--- src/cmtc_pkg.sv ---
// shared types, codes and constants of the cover motor travel controller
`default_nettype none

package cmtc_pkg;

  // default width of the seconds counter
  localparam int unsigned TimeWidthDef = 16;

  // fixed field widths
  localparam int unsigned SecW   = 16;
  localparam int unsigned CfgIdxW = 2;

  // action codes
  localparam logic [1:0] ACT_TICK  = 2'd0;
  localparam logic [1:0] ACT_OPEN  = 2'd1;
  localparam logic [1:0] ACT_CLOSE = 2'd2;
  localparam logic [1:0] ACT_QUERY = 2'd3;

  // cover mode codes
  localparam logic [1:0] MODE_OPEN    = 2'd0;
  localparam logic [1:0] MODE_OPENING = 2'd1;
  localparam logic [1:0] MODE_CLOSING = 2'd2;
  localparam logic [1:0] MODE_CLOSED  = 2'd3;

  // configuration register indexes
  localparam logic [CfgIdxW-1:0] REG_MIN_OPEN     = 2'd0;
  localparam logic [CfgIdxW-1:0] REG_MAX_OPEN     = 2'd1;
  localparam logic [CfgIdxW-1:0] REG_DEFAULT_OPEN = 2'd2;

  // configuration reset values
  localparam logic [SecW-1:0] MIN_OPEN_RST     = 16'd10;
  localparam logic [SecW-1:0] MAX_OPEN_RST     = 16'd60;
  localparam logic [SecW-1:0] DEFAULT_OPEN_RST = 16'd30;

  // drive duty while moving
  localparam logic [7:0] FULL_POWER = 8'd220;

  // configuration register set
  typedef struct packed {
    logic [SecW-1:0] min_open;
    logic [SecW-1:0] max_open;
    logic [SecW-1:0] default_open;
  } cfg_regs_t;

  // one result item
  typedef struct packed {
    logic [1:0]      cover_state;
    logic            motor_on;
    logic            motor_toward_close;
    logic [7:0]      motor_power;
    logic            is_open;
    logic            is_closed;
    logic [SecW-1:0] learned_seconds;
  } result_t;

endpackage

`default_nettype wire

--- src/cmtc_if.sv ---
// request, result and configuration channel interfaces
`default_nettype none

interface cmtc_in_if;
  logic       valid;
  logic       ready;
  logic [1:0] action;
  logic       tilt_closed;

  modport source (output valid, output action, output tilt_closed, input ready);
  modport sink (input valid, input action, input tilt_closed, output ready);
endinterface

interface cmtc_out_if;
  logic                      valid;
  logic                      ready;
  logic [1:0]                cover_state;
  logic                      motor_on;
  logic                      motor_toward_close;
  logic [7:0]                motor_power;
  logic                      is_open;
  logic                      is_closed;
  logic [cmtc_pkg::SecW-1:0] learned_seconds;

  modport source (output valid, output cover_state, output motor_on,
                  output motor_toward_close, output motor_power, output is_open,
                  output is_closed, output learned_seconds, input ready);
  modport sink (input valid, input cover_state, input motor_on,
                input motor_toward_close, input motor_power, input is_open,
                input is_closed, input learned_seconds, output ready);
endinterface

interface cmtc_cfg_if;
  logic                         valid;
  logic                         ready;
  logic [cmtc_pkg::CfgIdxW-1:0] index;
  logic [cmtc_pkg::SecW-1:0]    data;

  modport source (output valid, output index, output data, input ready);
  modport sink (input valid, input index, input data, output ready);
endinterface

`default_nettype wire

--- src/cover_motor_travel_controller_top.sv ---
// top level of the cover motor travel controller
//
//  channel   | dir | handshake    | payload
//  ----------+-----+--------------+------------------------------------------
//  in_req_i  | in  | valid/ready  | action, tilt_closed
//  res_o     | out | valid/ready  | cover_state, motor_on, motor_toward_close,
//            |     |              | motor_power, is_open, is_closed,
//            |     |              | learned_seconds
//  cfg_i     | in  | valid/ready  | index, data (always ready)
//
//  one request per cycle unless the result stalls; its result is registered and shows in the cycle after acceptance
//  the result register sets the rate: a request is taken whenever the result
//  register is empty or is being drained in the same cycle
//  a stalled result holds and blocks new requests until taken
//  reset returns the cover to open, clears the counter and the learned time,
//  and loads the configuration defaults
`default_nettype none

module cover_motor_travel_controller_top #(
  parameter int unsigned TIME_WIDTH = cmtc_pkg::TimeWidthDef
) (
  input  wire logic clk_i,
  input  wire logic rst_ni,
  cmtc_in_if.sink   in_req_i,
  cmtc_out_if.source res_o,
  cmtc_cfg_if.sink  cfg_i
);

  cmtc_pkg::cfg_regs_t cfg_q;
  cmtc_pkg::result_t   res_d, res_q;
  logic                out_vld_q;
  logic                in_ready, in_fire;

  // request flow: take a new request while the result slot frees up
  assign in_ready       = !out_vld_q || res_o.ready;
  assign in_fire        = in_req_i.valid && in_ready;
  assign in_req_i.ready = in_ready;
  assign cfg_i.ready    = 1'b1;

  // configuration registers
  always_ff @(posedge clk_i or negedge rst_ni) begin
    if (!rst_ni) begin
      cfg_q.min_open     <= cmtc_pkg::MIN_OPEN_RST;
      cfg_q.max_open     <= cmtc_pkg::MAX_OPEN_RST;
      cfg_q.default_open <= cmtc_pkg::DEFAULT_OPEN_RST;
    end else if (cfg_i.valid) begin
      unique case (cfg_i.index)
        cmtc_pkg::REG_MIN_OPEN:     cfg_q.min_open     <= cfg_i.data;
        cmtc_pkg::REG_MAX_OPEN:     cfg_q.max_open     <= cfg_i.data;
        cmtc_pkg::REG_DEFAULT_OPEN: cfg_q.default_open <= cfg_i.data;
        default: ;
      endcase
    end
  end

  cmtc_core #(
    .TIME_WIDTH(TIME_WIDTH)
  ) u_core (
    .clk_i        (clk_i),
    .rst_ni       (rst_ni),
    .step_i       (in_fire),
    .action_i     (in_req_i.action),
    .tilt_closed_i(in_req_i.tilt_closed),
    .cfg_i        (cfg_q),
    .res_o        (res_d)
  );

  // result valid
  always_ff @(posedge clk_i or negedge rst_ni) begin
    if (!rst_ni) begin
      out_vld_q <= 1'b0;
    end else if (in_ready) begin
      out_vld_q <= in_req_i.valid;
    end
  end

  // result payload
  always_ff @(posedge clk_i) begin
    if (in_fire) begin
      res_q <= res_d;
    end
  end

  assign res_o.valid              = out_vld_q;
  assign res_o.cover_state        = res_q.cover_state;
  assign res_o.motor_on           = res_q.motor_on;
  assign res_o.motor_toward_close = res_q.motor_toward_close;
  assign res_o.motor_power        = res_q.motor_power;
  assign res_o.is_open            = res_q.is_open;
  assign res_o.is_closed          = res_q.is_closed;
  assign res_o.learned_seconds    = res_q.learned_seconds;

endmodule

`default_nettype wire

--- src/cmtc_core.sv ---
// cover mode state, seconds counter, travel learning and result computation
`default_nettype none

module cmtc_core #(
  parameter int unsigned TIME_WIDTH = cmtc_pkg::TimeWidthDef
) (
  input  wire logic                clk_i,
  input  wire logic                rst_ni,
  input  wire logic                step_i,
  input  wire logic [1:0]          action_i,
  input  wire logic                tilt_closed_i,
  input  wire cmtc_pkg::cfg_regs_t cfg_i,
  output cmtc_pkg::result_t        res_o
);

  // compare width: counter or travel time, plus room for times eleven
  localparam int unsigned BaseW = (TIME_WIDTH > cmtc_pkg::SecW) ? TIME_WIDTH : cmtc_pkg::SecW;
  localparam int unsigned CmpW  = BaseW + 5;

  logic [1:0]                mode_q, mode_d;
  logic [TIME_WIDTH-1:0]     elapsed_q, elapsed_d;
  logic [cmtc_pkg::SecW-1:0] learned_q, learned_d;
  logic                      learned_vld_q, learned_vld_d;

  logic [TIME_WIDTH-1:0]     elapsed_inc;
  logic [CmpW-1:0]           e_ext, e_plus1, e_times11;
  logic [CmpW-1:0]           travel_ext, travel_times10;
  logic [CmpW-1:0]           max_ext, min_ext;
  logic [cmtc_pkg::SecW-1:0] travel_cur;
  logic                      moving, below_max, past_min, sensor_open;
  logic                      q_open, q_closed, moving_d;

  // saturating tick count and the opening window
  always_comb begin
    elapsed_inc = (elapsed_q == {TIME_WIDTH{1'b1}}) ? elapsed_q : elapsed_q + 1'b1;
    e_ext       = CmpW'(elapsed_inc);
    max_ext     = CmpW'(cfg_i.max_open);
    min_ext     = CmpW'(cfg_i.min_open);
    below_max   = e_ext < max_ext;
    past_min    = e_ext >= min_ext;
    sensor_open = ~tilt_closed_i;
  end

  // closing end: e >= floor(10 * t / 11) holds exactly when 11 * (e + 1) > 10 * t
  always_comb begin
    travel_cur     = learned_vld_q ? learned_q : cfg_i.default_open;
    travel_ext     = CmpW'(travel_cur);
    travel_times10 = (travel_ext << 3) + (travel_ext << 1);
    e_plus1        = e_ext + 1'b1;
    e_times11      = (e_plus1 << 3) + (e_plus1 << 1) + e_plus1;
  end

  assign moving = (mode_q == cmtc_pkg::MODE_OPENING) || (mode_q == cmtc_pkg::MODE_CLOSING);

  // next state for one request
  always_comb begin
    mode_d        = mode_q;
    elapsed_d     = elapsed_q;
    learned_d     = learned_q;
    learned_vld_d = learned_vld_q;
    q_open        = 1'b0;
    q_closed      = 1'b0;
    case (action_i)
      cmtc_pkg::ACT_TICK: begin
        if (moving) begin
          elapsed_d = elapsed_inc;
          if (mode_q == cmtc_pkg::MODE_OPENING) begin
            if (!below_max || (past_min && sensor_open)) begin
              if (below_max && past_min && sensor_open) begin
                learned_d     = cmtc_pkg::SecW'(e_ext);
                learned_vld_d = 1'b1;
              end
              mode_d = cmtc_pkg::MODE_OPEN;
            end
          end else if (e_times11 > travel_times10) begin
            mode_d = cmtc_pkg::MODE_CLOSED;
          end
        end
      end
      cmtc_pkg::ACT_OPEN: begin
        elapsed_d = '0;
        mode_d    = cmtc_pkg::MODE_OPENING;
      end
      cmtc_pkg::ACT_CLOSE: begin
        elapsed_d = '0;
        mode_d    = cmtc_pkg::MODE_CLOSING;
      end
      default: begin
        // status query: sensor disagreement corrects the mode
        if (mode_q == cmtc_pkg::MODE_OPEN) begin
          if (tilt_closed_i) mode_d = cmtc_pkg::MODE_CLOSED;
          else               q_open = 1'b1;
        end else if (mode_q == cmtc_pkg::MODE_CLOSED) begin
          if (!tilt_closed_i) mode_d = cmtc_pkg::MODE_OPEN;
          else                q_closed = 1'b1;
        end
      end
    endcase
  end

  // result from the state after this request
  always_comb begin
    moving_d                 = (mode_d == cmtc_pkg::MODE_OPENING) ||
                               (mode_d == cmtc_pkg::MODE_CLOSING);
    res_o.cover_state        = mode_d;
    res_o.motor_on           = moving_d;
    res_o.motor_toward_close = (mode_d == cmtc_pkg::MODE_CLOSING);
    res_o.motor_power        = moving_d ? cmtc_pkg::FULL_POWER : 8'd0;
    res_o.is_open            = q_open;
    res_o.is_closed          = q_closed;
    res_o.learned_seconds    = learned_vld_d ? learned_d : cfg_i.default_open;
  end

  // state registers
  always_ff @(posedge clk_i or negedge rst_ni) begin
    if (!rst_ni) begin
      mode_q        <= cmtc_pkg::MODE_OPEN;
      elapsed_q     <= '0;
      learned_q     <= '0;
      learned_vld_q <= 1'b0;
    end else if (step_i) begin
      mode_q        <= mode_d;
      elapsed_q     <= elapsed_d;
      learned_q     <= learned_d;
      learned_vld_q <= learned_vld_d;
    end
  end

endmodule

`default_nettype wire

--- src/flat_wrapper.sv ---
// flat-port wrapper written by rule: the top's interface ports become plain ports
module cover_motor_travel_controller_top_flat 
#(
  parameter int unsigned TIME_WIDTH = cmtc_pkg::TimeWidthDef
)
  (clk_i, rst_ni, in_req_i_valid, in_req_i_action, in_req_i_tilt_closed, in_req_i_ready, res_o_valid, res_o_cover_state, res_o_motor_on, res_o_motor_toward_close, res_o_motor_power, res_o_is_open, res_o_is_closed, res_o_learned_seconds, res_o_ready, cfg_i_valid, cfg_i_index, cfg_i_data, cfg_i_ready);
  cmtc_in_if in_req_i_i ();
  cmtc_out_if res_o_i ();
  cmtc_cfg_if cfg_i_i ();
  input  wire logic clk_i;
  input  wire logic rst_ni;
  input wire logic [$bits(in_req_i_i.valid)-1:0] in_req_i_valid;
  input wire logic [$bits(in_req_i_i.action)-1:0] in_req_i_action;
  input wire logic [$bits(in_req_i_i.tilt_closed)-1:0] in_req_i_tilt_closed;
  output wire logic [$bits(in_req_i_i.ready)-1:0] in_req_i_ready;
  output wire logic [$bits(res_o_i.valid)-1:0] res_o_valid;
  output wire logic [$bits(res_o_i.cover_state)-1:0] res_o_cover_state;
  output wire logic [$bits(res_o_i.motor_on)-1:0] res_o_motor_on;
  output wire logic [$bits(res_o_i.motor_toward_close)-1:0] res_o_motor_toward_close;
  output wire logic [$bits(res_o_i.motor_power)-1:0] res_o_motor_power;
  output wire logic [$bits(res_o_i.is_open)-1:0] res_o_is_open;
  output wire logic [$bits(res_o_i.is_closed)-1:0] res_o_is_closed;
  output wire logic [$bits(res_o_i.learned_seconds)-1:0] res_o_learned_seconds;
  input wire logic [$bits(res_o_i.ready)-1:0] res_o_ready;
  input wire logic [$bits(cfg_i_i.valid)-1:0] cfg_i_valid;
  input wire logic [$bits(cfg_i_i.index)-1:0] cfg_i_index;
  input wire logic [$bits(cfg_i_i.data)-1:0] cfg_i_data;
  output wire logic [$bits(cfg_i_i.ready)-1:0] cfg_i_ready;
  assign in_req_i_i.valid = in_req_i_valid;
  assign in_req_i_i.action = in_req_i_action;
  assign in_req_i_i.tilt_closed = in_req_i_tilt_closed;
  assign in_req_i_ready = in_req_i_i.ready;
  assign res_o_valid = res_o_i.valid;
  assign res_o_cover_state = res_o_i.cover_state;
  assign res_o_motor_on = res_o_i.motor_on;
  assign res_o_motor_toward_close = res_o_i.motor_toward_close;
  assign res_o_motor_power = res_o_i.motor_power;
  assign res_o_is_open = res_o_i.is_open;
  assign res_o_is_closed = res_o_i.is_closed;
  assign res_o_learned_seconds = res_o_i.learned_seconds;
  assign res_o_i.ready = res_o_ready;
  assign cfg_i_i.valid = cfg_i_valid;
  assign cfg_i_i.index = cfg_i_index;
  assign cfg_i_i.data = cfg_i_data;
  assign cfg_i_ready = cfg_i_i.ready;
  cover_motor_travel_controller_top #(.TIME_WIDTH(TIME_WIDTH)) u_core (.clk_i(clk_i), .rst_ni(rst_ni), .in_req_i(in_req_i_i), .res_o(res_o_i), .cfg_i(cfg_i_i));
endmodule
--- config.mk ---
export PLATFORM = sky130hd
export DESIGN_NAME = cover_motor_travel_controller_top_flat
export DESIGN_NICKNAME = d
export VERILOG_FILES = /design/src/cmtc_pkg.sv /design/src/cmtc_if.sv /design/src/cover_motor_travel_controller_top.sv /design/src/cmtc_core.sv /design/src/flat_wrapper.sv
export SDC_FILE = /design/constraint.sdc
export NUM_CORES = 1
export LEC_CHECK = 0
export ABC_AREA = 1
export ABC_CLOCK_PERIOD_IN_PS = 8750
export BUFFER_PORTS_ARGS = -buffer_cell sky130_fd_sc_hd__buf_2
export CORE_UTILIZATION = 60
export DETAILED_ROUTE_END_ITERATION = 8
export PLACE_DENSITY = 0.79
export REMOVE_ABC_BUFFERS = 1
export SYNTH_ARGS = -nofsm -noshare
export SYNTH_HDL_FRONTEND = slang
export SYNTH_HIERARCHICAL = 1
export SYNTH_SLANG_ARGS = --single-unit
--- constraint.sdc ---
create_clock -name clk_i -period 8.75 [get_ports clk_i]
set_clock_uncertainty 0.1 [all_clocks]
set_input_delay 0.4375 -clock clk_i [delete_from_list [all_inputs] [get_ports clk_i]]
set_output_delay 0.4375 -clock clk_i [all_outputs]
set_load 0.1 [all_outputs]
Word level (Yosys, flattened, before mapping)
Index checks and enable logic that the tools add are counted.
- $add $sub $neg: 5
- muxes and demuxes: 27
- reduce and logical (&&, ||, !) cells: 21
- equal/unequal tests: 11
- bitwise logic cells: 3
- $lt $le $gt $ge: 3
- operator list (kind ; count):
    16-bit 2-to-1 mux ; 9
    16-bit case mux with 2 select lines ; 1
    20-bit by 18-bit adder with 21-bit output ; 1
    21-bit by 17-bit adder with 21-bit output ; 1
    21-bit by 20-bit > comparator with 1-bit output ; 1
    19-bit by 17-bit adder with 20-bit output ; 1
    16-bit by 1-bit adder with 17-bit output (second input constant) ; 1
    16-bit by 1-bit adder with 16-bit output (second input constant) ; 1
    16-bit == test (second input constant) ; 1
    16-bit >= comparator ; 1
    16-bit < comparator ; 1
    2-bit 2-to-1 mux ; 8
    2-bit == test (second input constant) ; 5
    2-bit by 1-bit == test with 1-bit output (second input constant) ; 4
    8-bit 2-to-1 mux ; 1
    1-bit 2-to-1 mux ; 7
    2-bit zero test ; 3
    2-bit case mux with 3 select lines ; 1
    2-bit AND reduction ; 3
    5-bit OR reduction ; 1
    1-bit logical AND ; 4
    1-bit logical OR ; 4
    4-bit OR reduction ; 1
    1-bit NOT ; 3
    5 further kinds ; 6
- register bits after elaboration: 114
- logic and storage cells: 85
- output and inout bits: 33

Longest topological paths before layout
- depth after elaboration: 13
- gate-level depth with buffers: 49
- depth with buffers taken out: 47

Hierarchy
The synthesis kept the hierarchy.
- modules (own cells, without submodules) (module ; cells each ; area each (um^2) ; instances):
    cmtc_core ; 897 ; 5940.7 ; 1
    cover_motor_travel_controller_top ; 252 ; 3014.1 ; 1

Worst setup path before layout
OpenSTA, ideal clock, no wires.
- kind: register to register
- start point: register u_core.u_core.elapsed_q[0]
- end point: register u_core.res_q (netlist bit u_core/res_o.motor_on) (data pin)
- library setup time: 0.251 ns
- cell stages (with the launch flop): 46
- slack: 2.514 ns
- clock period less this slack: 6.236 ns
- required time: 8.399 ns
- arrival time: 5.885 ns
- cells stage by stage: dfrtp_1 ha_1 inv_2 nor2_4 nand2_2 o21ai_0 nand2_2 inv_1 ha_1 inv_1 nor3_4 nand2_2 nor2_1 xor2_1 inv_1 fa_1 inv_1 ha_1 [... 10 more ...] inv_1 nor3_1 nand2_1 nand2_1 nand2_1 nand2_1 nand2_1 nand2_1 nand2_1 nand2_1 nand2_1 nand2_1 nand2_1 nand2_1 nand2_1 ha_1 inv_1 buf_4
- longest elaborated chain between the ends: 12
- elaborated cells on any way between the ends: 20
- those cells by class: add/sub: 4; order compare: 3; eq/ne: 3; mux: 6; reduce/logical: 4
- RTL lines (item ; RTL line ; source):
    start, declared ; cmtc_core.sv:21 ; logic [TIME_WIDTH-1:0] elapsed_q, elapsed_d;
    start signal, assigned ; cmtc_core.sv:123 ; elapsed_q <= elapsed_d;
    16-bit by 1-bit adder with 16-bit output or 16-bit == test (tied branches) ; cmtc_core.sv:35 ; elapsed_inc = (elapsed_q == {TIME_WIDTH{1'b1}}) ? elapsed_q : elapsed_q + 1'b1;
    16-bit 2-to-1 mux * ; cmtc_core.sv:35 ;
    16-bit by 1-bit adder with 17-bit output ; cmtc_core.sv:49 ; e_plus1 = e_ext + 1'b1;
    20-bit by 18-bit adder with 21-bit output ; cmtc_core.sv:50 ; e_times11 = (e_plus1 << 3) + (e_plus1 << 1) + e_plus1;
    21-bit by 17-bit adder with 21-bit output ; cmtc_core.sv:50 ;
    21-bit by 20-bit > comparator with 1-bit output ; cmtc_core.sv:75 ; end else if (e_times11 > travel_times10) begin
    2-bit 2-to-1 mux ; cmtc_core.sv:75 ;
    2-bit 2-to-1 mux * ; cmtc_core.sv:67 ; if (mode_q == cmtc_pkg::MODE_OPENING) begin
    2-bit 2-to-1 mux * ; cmtc_core.sv:65 ; if (moving) begin
    2-bit case mux with 3 select lines * ; cmtc_core.sv:63 ; case (action_i)
    2-bit by 1-bit == test with 1-bit output or 2-bit == test (tied branches) ; cmtc_core.sv:103, cmtc_core.sv:104 ;
    1-bit logical OR * ; cmtc_core.sv:103 ; moving_d = (mode_d == cmtc_pkg::MODE_OPENING) ||
    named net u_core.u_core.moving_d ; cmtc_core.sv:31 ; logic q_open, q_closed, moving_d;
    end signal, assigned ; cover_motor_travel_controller_top.sv:80 ; res_q <= res_d;
    end, declared ; cover_motor_travel_controller_top.sv:30 ; cmtc_pkg::result_t res_d, res_q;
The timed path passes the listed nets; every way through them passes the cells marked *.
A chain may end at the register's enable or synchronous reset.

Final worst setup path
- start point: register u_core.u_core.elapsed_q[0]
- end point: register u_core.res_q (netlist bit u_core/res_o.motor_power[4]) (data pin)
- longest elaborated chain between the ends: 13
- elaborated cells on any way between the ends: 21
- those cells by class: add/sub: 4; order compare: 3; eq/ne: 3; mux: 7; reduce/logical: 4
- RTL lines (item ; RTL line ; source):
    16-bit by 1-bit adder with 16-bit output or 16-bit == test (tied branches) ; cmtc_core.sv:35 ;
    16-bit 2-to-1 mux * ; cmtc_core.sv:35 ;
    16-bit by 1-bit adder with 17-bit output ; cmtc_core.sv:49 ;
    20-bit by 18-bit adder with 21-bit output ; cmtc_core.sv:50 ;
    21-bit by 17-bit adder with 21-bit output ; cmtc_core.sv:50 ;
    21-bit by 20-bit > comparator with 1-bit output ; cmtc_core.sv:75 ;
    2-bit 2-to-1 mux ; cmtc_core.sv:75 ;
    2-bit 2-to-1 mux * ; cmtc_core.sv:67 ;
    2-bit 2-to-1 mux * ; cmtc_core.sv:65 ;
    2-bit case mux with 3 select lines * ; cmtc_core.sv:63 ;
    2-bit by 1-bit == test with 1-bit output or 2-bit == test (tied branches) ; cmtc_core.sv:103, cmtc_core.sv:104 ;
    1-bit logical OR * ; cmtc_core.sv:103 ;
    8-bit 2-to-1 mux * ; cmtc_core.sv:108 ; res_o.motor_power = moving_d ? cmtc_pkg::FULL_POWER : 8'd0;
Mark *: on every way between the ends. The rest lies on a longest branch, timed or not.

==> results.tsv <==
metric	value	unit
CTS tree	built	
root buf cell	clkbuf_16	
Die Wd	124.2	um
CTS max path bufs	2	
EDFF count, synth	30	
fin nets	1328	
Critical Path Start	u_core/u_core/elapsed_q[0]$_DFFE_PN0P_	
Routed Antenna Nets	0	
most used cell, CP	nand2_1	
routed len/inst	16.75	um
share of layout cells above drive strength 1	12.04	%
cell family with most CP delay	simple AND/OR/NAND/NOR gates	
Worst VDD drop	0.0001766	V
ant diodes	0	
Mapped Cells	1149	
WL final	23.25	mm
# fillers	1182	
Num CTS Buffers	17	
Final setup viols	0	
top cell type's share of synthesized area	20.68	%
cell-internal power	1408	uW
most numerous cell in the Yosys netlist	nand2_1	
Fmax achieved	0.1422	GHz
WP depth	44	
Max-Cap Viols	0	
P per Cell Area	241.0	nW/um^2
total track usage	32.08	%
slew at the pin with the worst max-slew slack	1.063	ns
CP max-delay cell	fa_1	
WS Path Type	register to register	
Cell variety after synth	44	
Final min period	7.032	ns
FF-to-FF setup slack	1.72	ns
GRT overflow	0	
Leakage	0.005053	uW
clock-pin slew on the worst setup and hold paths	0.06	ns
P_sw	962.2	uW
period utilisation layout	80.37	%
CTS sink cnt	114	
pin count of the biggest net entering global routing	84	
outcome	finished, final reports clean	
CP Launch Type	register	
cells on worst reg2reg path	44	
CORE AREA	14530	sq um
ys flop type	dfrtp_1	
synthesized cell area	8955	sq um
Initial Util	61.61	%
CTS H-tree depth	4	
RSZ-0062 raised after global routing	false	
Placed Area	9235	sq um
crit path to	u_core/res_o.motor_power[4]$_DFFE_PP_	
synth cell count leaders	314 x nand2_1, 160 x inv_1, 100 x ha_1, 74 x dfrtp_1, 60 x a21oi_1	
DRC viols	0	
R2R Path End	u_core/res_o.motor_power[4]$_DFFE_PP_	
part of the Yosys area used for sequential elements	33.67	%
top cells by area, synth	dfrtp_1 21%, ha_1 14%, nand2_1 13%, edfxtp_1 10%, inv_1 6.7%	
reg-to-reg critical path startpoint	u_core/u_core/elapsed_q[0]$_DFFE_PN0P_	
area delta synth->final	9.850	%
Final HPWL DP	17.31	mm
cell taking the most area after synthesis	dfrtp_1	
# rows	44	
Finished Cell Area	9837	sq um
required time of the critical path	8.80	ns
die area	15420	sq um
I/O Pins	59	
DR vias	8014	
routability congestion estimate	0.9647	
Hold Crit Class	primary input to register	
Final Hold Vio Count	0	
Final Core Density	67.68	%
switch share	40.60	%
CP Max Fanout	7	
initial DRC count	732	
Slew headroom	28.97	%
Critical Path Sink Type	register	
Seq pwr share	27.8	%
first drt pass iteration count	7	
synthesized flop and latch total	114	
I/O Buffers	57	
Setup TNS	0	ns
vias in the first global route	7539	
Crit path buffers/inverters	7	
initial antenna violation count	0	
Gate power share	42.5	%
synthesized area per cell	7.794	sq um
YS warnings	6	
crit path DAT	7.08	ns
clock power share	29.7	%
Max Slew Vio Count	0	
clk_lat worst skew	0.42	ns
Min Hold Slack	0.1564	ns
Max stage delay on crit path	0.54	ns
ys async rst share	73.68	%
first-pass GRT wire length	37.07	mm
Die Y	124.2	um
via density per instance	5.774	
## power groups by stage
stage | Sequential [uW] | Combinational [uW] | Clock, uW
2_1_floorplan | 733 | 630 | 0
3_3_place_gp | 663 | 943 | 0
3_5_place_dp | 666 | 982 | 0
4_1_cts | 658 | 990 | 709
5_1_grt | 667 | 1120 | 736
6_report | 660 | 1010 | 703
## worst min-delay path: stages
cell,delay (ns)
buf_2,0.07
inv_1,0.06
nand2_1,0.07
## state kept, by name, indices dropped and copies added, names as in the netlist
| signal | count |
|---|---|
| u_core/cfg_q | 48 |
| u_core/res_o.cover_state | 2 |
| u_core/res_o.is_closed | 1 |
| u_core/res_o.is_open | 1 |
| u_core/res_o.learned_seconds | 16 |
| u_core/res_o.motor_on | 1 |
| u_core/res_o.motor_power | 8 |
| u_core/res_o.motor_toward_close | 1 |
| u_core/res_o.valid | 1 |
| u_core/u_core/elapsed_q | 16 |
| u_core/u_core/learned_q | 16 |
| u_core/u_core/learned_vld_q | 1 |
| u_core/u_core/mode_q | 2 |
## worst min path at each step
stage | cells past startpoint | slack, ns | to | from
floorplan | 0 | 0.04 | u_core/cfg_q[0]$_DFFE_PN0P_ | rst_ni
global placement | 1 | 0.12 | u_core/cfg_q[9]$_DFFE_PN0P_ | rst_ni
detailed placement | 1 | 0.12 | u_core/cfg_q[9]$_DFFE_PN0P_ | rst_ni
CTS | 3 | 0.15 | u_core/res_o.valid$_DFFE_PN0P_ | in_req_i_valid
global route | 3 | 0.17 | u_core/cfg_q[33]$_DFFE_PN1P_ | cfg_i_data[1]
finish | 3 | 0.16 | u_core/res_o.valid$_DFFE_PN0P_ | in_req_i_valid
## metrics by stage
stage               total power [uW]  setup WS [ns]  cells
detailed placement              1648          1.857   1355
global route                    2525          1.101   1388
global placement                1606          2.072   1355
finish                          2370          1.718   1388
CTS                             2357          1.822   1388
floorplan                       1363          2.644   1112
## kinds of logic (layout without fill, tap and decap cells)
family / count (synthesis) / after routing / synth area share, %
adder cells (fa/ha/maj): 111 / 111 / 16.43
other: 2 / 4 / 0.08387
flip-flops: 114 / 114 / 33.67
buffers and inverters: 210 / 263 / 10.26
XOR/XNOR: 44 / 44 / 4.303
AND/OR/NAND/NOR: 505 / 505 / 25.32
AO/OA/AOI/OAI: 163 / 163 / 9.935
## cells in the final DEF, fill, tap and decap left out, types with 8 or more instances in the layout
| cell | n |
|---|---|
| nand2_1 | 314 |
| inv_1 | 160 |
| ha_1 | 100 |
| dfrtp_1 | 74 |
| a21oi_1 | 59 |
| buf_2 | 56 |
| nor2_1 | 52 |
| o21ai_0 | 50 |
| nand3_1 | 48 |
| nand4_1 | 46 |
| xor2_1 | 31 |
| edfxtp_1 | 30 |
| clkbuf_16 | 17 |
| o21ai_1 | 16 |
| o22ai_1 | 16 |
| nand2_2 | 13 |
| xnor2_1 | 13 |
| nor3_1 | 11 |
| fa_1 | 11 |
| dfstp_2 | 10 |
| inv_2 | 8 |
## metal layers
metal	part of all wire, %	routed length [um]	GRT usage, %	up-vias
li1	-	-	-	3855
met1	41	9491	40.85	3710
met2	47	10880	51.62	383
met3	8.9	2066	7.921	66
met4	3.5	813	13.91	0
met5	0	0	0	-
## cell type report
type / instances / area (sq um) / area share, %
multi-input cells: 827 / 5040 / 51.23
flip-flops and latches: 114 / 3015 / 30.65
inverters: 171 / 646.9 / 6.576
clock buffers: 19 / 432.9 / 4.401
repair buffers: 60 / 312.8 / 3.180
well taps: 184 / 230.2 / 2.340
clock inverters: 13 / 158.9 / 1.615
## timing repair
item | in CTS | in global routing
gates resized for setup | 0 | 0
endpoints found under the hold margin | 1 | 0
hold buffers | 1 | 0
buffers inserted | 0 | 0
(Power assumes the default switching activity.)
